File: config.mk
export PLATFORM = sky130hd
export DESIGN_NAME = tns_coord
export DESIGN_NICKNAME = d
export VERILOG_FILES = /design/src/sv/tns_pkg.sv /design/src/sv/tns_coord.sv
export SDC_FILE = /design/constraint.sdc
export NUM_CORES = 1
export LEC_CHECK = 0
export BUFFER_PORTS_ARGS = -buffer_cell sky130_fd_sc_hd__clkbuf_2
export CAP_MARGIN = 15
export CORE_MARGIN = 2
export CORE_UTILIZATION = 35
export DETAILED_ROUTE_END_ITERATION = 8
export HOLD_SLACK_MARGIN = 0.05
export PLACE_DENSITY = 0.49
export SYNTH_ARGS = -nofsm -noshare
export SYNTH_HDL_FRONTEND = slang
export SYNTH_SLANG_ARGS = --single-unit
File: constraint.sdc
create_clock -name clk -period 10.3 [get_ports clk]
set_input_delay 1.03 -clock clk [delete_from_list [all_inputs] [get_ports clk]]
set_output_delay 1.03 -clock clk [all_outputs]
set_load 0.1 [all_outputs]
File: src/sv/tns_pkg.sv
// Shared types and constants for the nearest-sample texture unit with repeat wrapping.
// No dependencies; every other file refers to this package by scoped names.
package tns_pkg;

    localparam int MAX_DIM_DEF   = 256;
    localparam int FRAC_BITS_DEF = 16;

    localparam int COORD_W     = 32;
    localparam int ADDR_W      = 16;
    localparam int TEXEL_W     = 32;
    localparam int CHAN_W      = 8;
    localparam int CFG_W       = 9;
    localparam int CFG_IDX_W   = 1;
    localparam int STORE_DEPTH = 1 << ADDR_W;
    localparam int DIM_RESET   = 256;

    // Configuration register indexes
    localparam logic [CFG_IDX_W-1:0] CFG_TEX_WIDTH  = 1'b0;
    localparam logic [CFG_IDX_W-1:0] CFG_TEX_HEIGHT = 1'b1;

    typedef enum logic
    {
        FUNC_WRITE  = 1'b0,
        FUNC_SAMPLE = 1'b1
    } func_t;

    // Load enables for the two coordinate stages
    typedef struct packed
    {
        logic ld1;
        logic ld2;
    } tns_stage_en_t;

endpackage

File: src/sv/tns_coord.sv
// Two-stage coordinate unit: scales a wrapped fraction by dim-1, rounds half up, clamps.
// Depends on tns_pkg for the stage enable struct.
module tns_coord #(
    parameter int FRAC_BITS = tns_pkg::FRAC_BITS_DEF,
    parameter int MAX_DIM   = tns_pkg::MAX_DIM_DEF,
    localparam int IDX_W    = $clog2(MAX_DIM)
) (
    input  logic                     clk,
    input  tns_pkg::tns_stage_en_t   en,
    input  logic [FRAC_BITS-1:0]     frac,
    input  logic [IDX_W-1:0]         dim_m1,
    output logic [IDX_W-1:0]         idx
);

    localparam int PW = FRAC_BITS + IDX_W;
    localparam logic [PW:0] HALF = (PW + 1)'(1) << (FRAC_BITS - 1);

    logic [PW-1:0]    prod_reg;
    logic [PW:0]      sum;
    logic [IDX_W:0]   rounded;
    logic [IDX_W-1:0] idx_next;
    logic [IDX_W-1:0] idx_reg;

    always_ff @(posedge clk)
    begin
        if (en.ld1)
        begin
            prod_reg <= PW'(frac) * PW'(dim_m1);
        end
    end

    always_comb
    begin
        sum     = (PW + 1)'(prod_reg) + HALF;
        rounded = sum[PW:FRAC_BITS];
        if (rounded > {1'b0, dim_m1})
        begin
            idx_next = dim_m1;
        end
        else
        begin
            idx_next = rounded[IDX_W-1:0];
        end
    end

    always_ff @(posedge clk)
    begin
        if (en.ld2)
        begin
            idx_reg <= idx_next;
        end
    end

    assign idx = idx_reg;

endmodule

==> summary.txt, run 1 <==
Run status
  • Status: finished, final reports clean

STA
  • Hold Worst Slack: 0.7502 ns
  • Setup violators final: 0
  • Setup TNS: 0 ns
  • RSZ-0062 raised after global routing: no
  • Relative slew slack: 0.6387
  • Fmax achieved: 0.1878 GHz
  • Final worst path period need: 5.324 ns
  • Final hold vios: 0
  • Actual slew at the worst max-slew pin: 0.5442 ns
  • Layout Skew: 0.002619 ns
  • Tcrit/Tclk final: 0.5169
  • Final WS setup: 4.976 ns
  • Max Slew Vio Count: 0

Global routing
  • Initial antenna violation count: 0
  • Total GRT Usage: 0.1518
  • Grt ovf: 0
  • First-pass GRT wire length: between 15,000 and 20,000 um
  • Largest net degree at the start of global routing: 19
  • Vias in the first global route: approximately 3,500

Worst setup path
  • Critical path required time: 10.29 ns
  • R2r setup slk: 7.51 ns
  • Critical path endpoint: prod_reg[23]$_DFFE_PP_
  • Startpoint Class: primary input
  • Cell chain of the critical path: clkbuf_2 > and2_1 > fa_1 > inv_1 > fa_1 > inv_1 > fa_1 > inv_1 > fa_1 > inv_1 > ha_1 > nand2_1 > o21ai_0 > a41oi_1 > a31o_2 > o21ai_2 > nor3_2 > a21oi_2 > xnor2_1
  • Crit end category: flop
  • Worst setup startpoint: dim_m1[7]
  • Critical path peak fanout: 18
  • Slowest CP cell: fa_1
  • Reg2Reg Depth: 11
  • R2r endpoint: idx[2]$_DFFE_PP_
  • CP Data Arrival Time: 5.32 ns
  • Max incr delay on CP: between 0.5 and 0.6 ns
  • Critical path type: primary input to flop
  • Worst flop-to-flop path startpoint: prod_reg[15]$_DFFE_PP_

Drt
  • DR iter-0 viols: about 110
  • Antenna-violating nets left: 0
  • Final WL: 9539 um
  • Vias per cell: around 4.7
  • DR vias: between 3,000 and 4,000
  • Wire length per cell: 14.28 um
  • 1st-pass router iterations: 4
  • DRC: 0

Placed design
  • Dpl cells: 664
  • DPL Wire Length: about 7700 um
  • Port bufs: 34
  • Gpl congestion: 0.7766
  • Pre-CTS setup slack: between 4 and 5 ns

Finish
  • Max FFs per register: 9
  • Share of cells above drive strength 1: 0.1250
  • Inserted Diodes: 0
  • Final nets: 657
  • Area Growth Syn to Fin: 9.555%
  • Layout Cells excl Fill: 668

Job
  • Reported max-cap violation count: 0

Floorplanning
  • Rows: 41
  • Vert. Die Dim: about 120 um
  • Core area: 12,670 sq um
  • Die area: 13,950 sq um
  • Chip Width: between 100 and 150 um
  • Initial Util: 0.3596
  • Boundary Pins: 35

Clock tree
  • Clock Path Buffers: 2
  • Clk root buf: clkbuf_16
  • H-tree depth: 1
  • Post-CTS Setup Bufs: 0
  • Worst-path clk slew: 0.05 ns
  • CTS sink count: 17
  • # resized after CTS: 0
  • Hold buffers post-CTS: 0
  • CTS tree: yes
  • Total clock buffers created by CTS: 3
  • Worst skew pair latency: 0.24 ns

Power and ir drop
  • Pwr Total: 0.0009735 W
  • Pwr dens: approximately 190 nW/um^2
  • Leakage power total: 2.457 nW
  • Peak supply drop: ~0.000085 V

Hold path
  • Hold Path Stages: 2
  • Hold_sp: prod_reg[23]$_DFFE_PP_
  • Hold Crit Class: flop to flop

Synth
  • Synthesis warning total: 0
  • Number of synthesized flops with an enable pin: 17
  • Post-synth ARST share: 0
  • Mapped Nets: 626
  • Netlist Area Pre-Place: around 4600 sq um
  • Synth cell types: 34
  • FF+latch count, synth: 17
  • Avg Inst Size Synth: 9.779 sq um
  • Post-synth top flop: edfxtp_1
  • Cells after Synth: 466
  • Sequential area share after synthesis: 0.1120
how the worst min path moves through the flow:
stage	end
5_1_grt	idx[7]$_DFFE_PP_
2_1_floorplan	idx[3]$_DFFE_PP_
6_report	idx[7]$_DFFE_PP_
3_3_place_gp	idx[7]$_DFFE_PP_
3_5_place_dp	idx[7]$_DFFE_PP_
4_1_cts	idx[7]$_DFFE_PP_
power breakdown:
| group | leakage [nW] | internal, W | total, W | switching (W) |
|---|---|---|---|---|
| Combinational | 2.25 | 0.000304 | 0.000751 | 0.000447 |
| Sequential | 0.166 | 0.000131 | 0.000147 | 0.0000164 |
| Clock | 0.0409 | 0.0000518 | 0.0000756 | 0.0000237 |
per-layer routing:
metal	wire, um	GRT usage
met1	5047	0.2312
met2	4255	0.2489
met3	192	0.007752
met5	0	0
met4	43	0.009789
area by class of cell:
cell class | count | area (sq um)
flip-flops and latches | 17 | 510.5
inverters | 98 | 367.9
multi-input cells | 343 | 3649
clock inverters | 1 | 5.005
fillers | 1310 | 7679
clock buffers | 3 | 75.07
well taps | 172 | 215.2
repair buffers | 34 | 170.2
cell usage after synthesis (2+ instances only):
master    count  area (sq um)
a21o_1        2         15.01
a21oi_1       7         35.03
a21oi_2       4         35.03
and2_1      105         656.9
and2_2        4         30.03
and3_1        2         12.51
clkbuf_1      8         30.03
edfxtp_1     17         510.5
fa_1         83          1662
ha_1         50         625.6
inv_1        98         367.9
mux2_2        8         90.09
nand2_1      19         71.32
nand3_1       9         45.04
nand4_1       2         12.51
nor2_1        6         22.52
nor2_2        2         12.51
nor3_2        2         20.02
o211ai_1      2         15.01
o21a_1        2         15.01
o21ai_0       7         35.03
xnor2_1      13         113.9
xor2_1        3         26.28
metrics by stage:
| step | utilization | area (sq um) |
|---|---|---|
| 6_report | 0.3940 | 4992 |
| 2_1_floorplan | - | 4557 |
| 5_1_grt | 0.3940 | 4992 |
| 4_1_cts | 0.3940 | 4992 |
| 3_5_place_dp | 0.3877 | 4912 |
| 3_3_place_gp | 0.3877 | 4912 |
cell families (layout without fill, tap and decap cells):
kind of cell | count (synthesis) | after routing | share of synthesized area
AO/OA/AOI/OAI | 31 | 31 | 0.04832
XOR/XNOR | 16 | 16 | 0.03075
adder cells (fa/ha/maj) | 133 | 133 | 0.5019
buffers and inverters | 106 | 136 | 0.08731
flip-flops | 17 | 17 | 0.1120
multiplexers | 8 | 8 | 0.01977
AND/OR/NAND/NOR | 155 | 155 | 0.1999
worst max-delay path: cells and delay by family:
kind / cells / cell delay, ns
AOI/OAI and AO/OA: 5 / 0.91
xor gates and xnor gates: 1 / 0.07
adders and majority gates: 5 / 2.45
buffers and inverters: 5 / 0.45
and+or+nand+nor: 3 / 0.39
layout by cell type (no fill, tap or decap), types with 2 or more instances in the layout:
master / Yosys / routed
and2_2: 4 / 4
fa_1: 83 / 83
a21oi_2: 4 / 4
nor2_1: 6 / 6
edfxtp_1: 17 / 17
xor2_1: 3 / 3
o21a_1: 2 / 2
nor3_2: 2 / 2
a21o_1: 2 / 2
ha_1: 50 / 50
nand4_1: 2 / 2
mux2_2: 8 / 8
clkbuf_2: 0 / 34
xnor2_1: 13 / 13
clkbuf_16: 0 / 3
and3_1: 2 / 2
o211ai_1: 2 / 2
inv_1: 98 / 98
and2_1: 105 / 105
nand2_1: 19 / 19
nand3_1: 9 / 9
nor2_2: 2 / 2
o21ai_0: 7 / 7
a21oi_1: 7 / 7
No activity file was read; power rests on OpenSTA's default activity.
==> run 2, diff against run 1 <==
Settings changed: ABC_AREA set to 1.
Clock period 10.3 ns to 5.3 ns, I/O delays scaled along.
==> run 2 against run 1 <==
Effect of this change: sequential cell count did not move; largest cell class unchanged; via count rose by 43%; clock skew fell by 0.00054 ns; combinational power rose to 2.6 times the previous value; die area rose by 18%; routed wire length rose by 29%; final area rose by 16%; worst setup slack got worse by 4.2 ns; non-clock buffer count did not move; critical path depth did not move.
==> summary.txt, run 2 <==
Finish
  • Finished Core Util: 0.3808 (-0.01324)
  • Final nets: 950 (+45%)
  • Inserted Diodes: 0 (unchanged)
  • Most frequent cells in the layout: inv_1 (243), nand2_1 (230), fa_1 (83), ha_1 (50), clkbuf_2 (34)
  • Share of cells above drive strength 1: 0.05703 (-0.06797)
  • Area Growth Syn to Fin: 6.542%
  • Max FFs per register: 9 (unchanged)
  • Commonest non-fill, non-tap cell in the layout: inv_1

Clock tree
  • CTS tree: yes
  • Worst-path clk slew: 0.05 ns (about the same)
  • Hold buffers post-CTS: 0 (unchanged)
  • Worst skew pair latency: 0.25 ns (about the same)
  • # resized after CTS: 0 (unchanged)
  • Clock Path Buffers: 2 (unchanged)
  • H-tree depth: 1 (unchanged)
  • Post-CTS Setup Bufs: 0 (unchanged)
  • Clk root buf: clkbuf_16
  • Total clock buffers created by CTS: 3 (unchanged)
  • CTS sink count: 17 (unchanged)

Run status
  • Status: finished, final reports clean

STA
  • Relative slew slack: 0.6418 (+0.003064)
  • Final WS setup: 0.7461 ns (-4.230 ns)
  • Layout Skew: 0.002077 ns (-0.0005424 ns)
  • Final worst path period need: 4.554 ns
  • Hold Worst Slack: 0.6394 ns (-0.1108 ns)
  • Final hold vios: 0 (unchanged)
  • RSZ-0062 raised after global routing: no
  • Tcrit/Tclk final: 0.8592
  • Setup TNS: 0 ns (unchanged)
  • Max Slew Vio Count: 0 (unchanged)
  • Actual slew at the worst max-slew pin: 0.5396 ns (-0.004615 ns)
  • Fmax achieved: around 0.22 GHz
  • Setup violators final: 0 (unchanged)

Synth
  • Most common cell in the netlist: inv_1
  • Synthesis warning total: 0 (unchanged)
  • FF+latch count, synth: 17 (unchanged)
  • Post-synth top flop: edfxtp_1
  • Synth cell types: 34 (unchanged)
  • Post-synth top area cell: fa_1
  • Avg Inst Size Synth: 6.922 sq um (-29%)
  • Number of synthesized flops with an enable pin: 17 (unchanged)
  • Mapped Nets: 942 (+50%)
  • Sequential area share after synthesis: 0.09431 (-0.01771)
  • Main area contributors after synthesis: fa_1 (31%), inv_1 (17%), nand2_1 (16%)
  • Synth top area share: 0.3070 (-0.05765)
  • Post-synth ARST share: 0 (unchanged)
  • Netlist Area Pre-Place: 5413 sq um (+19%)
  • Synth top cells by count: inv_1 (243), nand2_1 (230), fa_1 (83)
  • Cells after Synth: 782 (+68%)

Floorplanning
  • Die area: 16,480 sq um (+18%)
  • Chip Width: 128.4 um (+8.7%)
  • Boundary Pins: 35 (unchanged)
  • Core area: 15,150 sq um (+20%)
  • Rows: 45 (+9.8%)
  • Vert. Die Dim: 128.4 um (+8.7%)
  • Initial Util: 0.3574 (-0.002260)

Worst setup path
  • Critical path peak fanout: 18 (unchanged)
  • Crit end category: flop
  • Critical path required time: 5.30 ns (-4.99 ns)
  • CP Data Arrival Time: 4.56 ns (-0.76 ns)
  • Startpoint Class: primary input
  • Critical path type: primary input to flop

Drt
  • DR vias: 4,435 (+43%)
  • DRC: 0 (unchanged)
  • Antenna-violating nets left: 0 (unchanged)
  • 1st-pass router iterations: 4 (unchanged)
  • Routed wire length on met3: 467 um (+140%)
  • Wl on met1: 5643 um (+12%)
  • DR WL met2: 6022 um (+42%)
  • DR iter-0 viols: 213 (+100%)
  • Final WL: 12,320 um (+29%)
  • Wire length per cell: 12.61 um (-12%)
  • Vias per cell: 4.539 (-2.5%)
  • Top Layer Used: met4

Global routing
  • Vias in the first global route: 4,767 (+36%)
  • Largest net degree at the start of global routing: 19 (unchanged)
  • Grt ovf: 0 (unchanged)
  • First-pass GRT wire length: 22,340 um (+28%)
  • Total GRT Usage: 0.1660 (+0.01418)
  • Initial antenna violation count: 0 (unchanged)

Power and ir drop
  • Pwr dens: 417.0 nW/um^2 (+110%)
  • Peak supply drop: 0.0001887 V (+120%)
  • Leakage power total: 3.805 nW (+55%)

Placed design
  • DPL Wire Length: 10,550 um (+37%)
  • Gpl congestion: 0.8755 (+13%)
  • Port bufs: 34 (unchanged)
  • Pre-CTS setup slack: 0.4429 ns (-4.244 ns)

Job
  • Reported max-cap violation count: 0 (unchanged)

Hold path
  • Hold Crit Class: primary input to flop
run 2: logic make-up (layout without fill, tap and decap cells):
kind of cell	after synthesis	after routing	share of synthesized area
compound gates	36	36	0.03768
simple gates	314	314	0.2399
flops	17	17	0.09431
xor+xnor	8	8	0.01295
buf+inv	274	281	0.1926
fa+ha+maj	133	133	0.4226
run 2: final timing paths:
kind                                             start                     end  slack, ns  depth (start not counted)
worst max-delay path                         dim_m1[7]  prod_reg[22]$_DFFE_PP_       0.75                         19
worst min register to register  prod_reg[19]$_DFFE_PP_        idx[3]$_DFFE_PP_       0.76                          4
worst min-delay path                             en[0]        idx[1]$_DFFE_PP_       0.64                          1
worst max register to register  prod_reg[15]$_DFFE_PP_        idx[7]$_DFFE_PP_       2.52                         13
run 2: critical path, stage by stage:
cell	delay, ns
clkbuf_2	0.30
nand2_1	0.14
inv_1	0.07
fa_1	0.53
inv_1	0.05
fa_1	0.53
inv_1	0.06
fa_1	0.52
inv_1	0.05
fa_1	0.53
inv_1	0.04
ha_1	0.37
nand2_1	0.11
inv_1	0.09
nand2_1	0.08
nor2_1	0.17
nand4_1	0.17
nand4_1	0.14
nand2_1	0.06
run 2: cell type report:
cell class,instances,area (sq um)
well taps,188,235.2
flip-flops and latches,17,510.5
inverters,243,912.1
multi-input cells,491,3860
repair buffers,34,170.2
clock buffers,4,78.83
fillers,1631,9379
run 2: per-stage QoR:
step / instances / total power, W / cell area [sq um]
final: 977 / 0.002405 / 5767
after global routing: 977 / 0.002787 / 5767
after CTS: 977 / 0.002430 / 5767
after detailed placement: 973 / 0.002270 / 5688
after global placement: 973 / 0.002257 / 5688
after floorplan: 782 / 0.001846 / 5413
run 2: routing by layer:
layer / GRT usage / vias to the layer above
met4: 0.03297 / 0
met2: 0.3007 / 83
met5: 0 / -
met1: 0.2197 / 2086
li1: - / 2250
met3: 0.01081 / 16
run 2: power breakdown:
group | switching, W | total, W | leakage [nW] | internal (W)
Combinational | 0.00130 | 0.00197 | 3.60 | 0.000670
Clock | 0.0000464 | 0.000148 | 0.0382 | 0.000102
Sequential | 0.0000356 | 0.000289 | 0.167 | 0.000253
Total | 0.00138 | 0.00240 | 3.80 | 0.00102
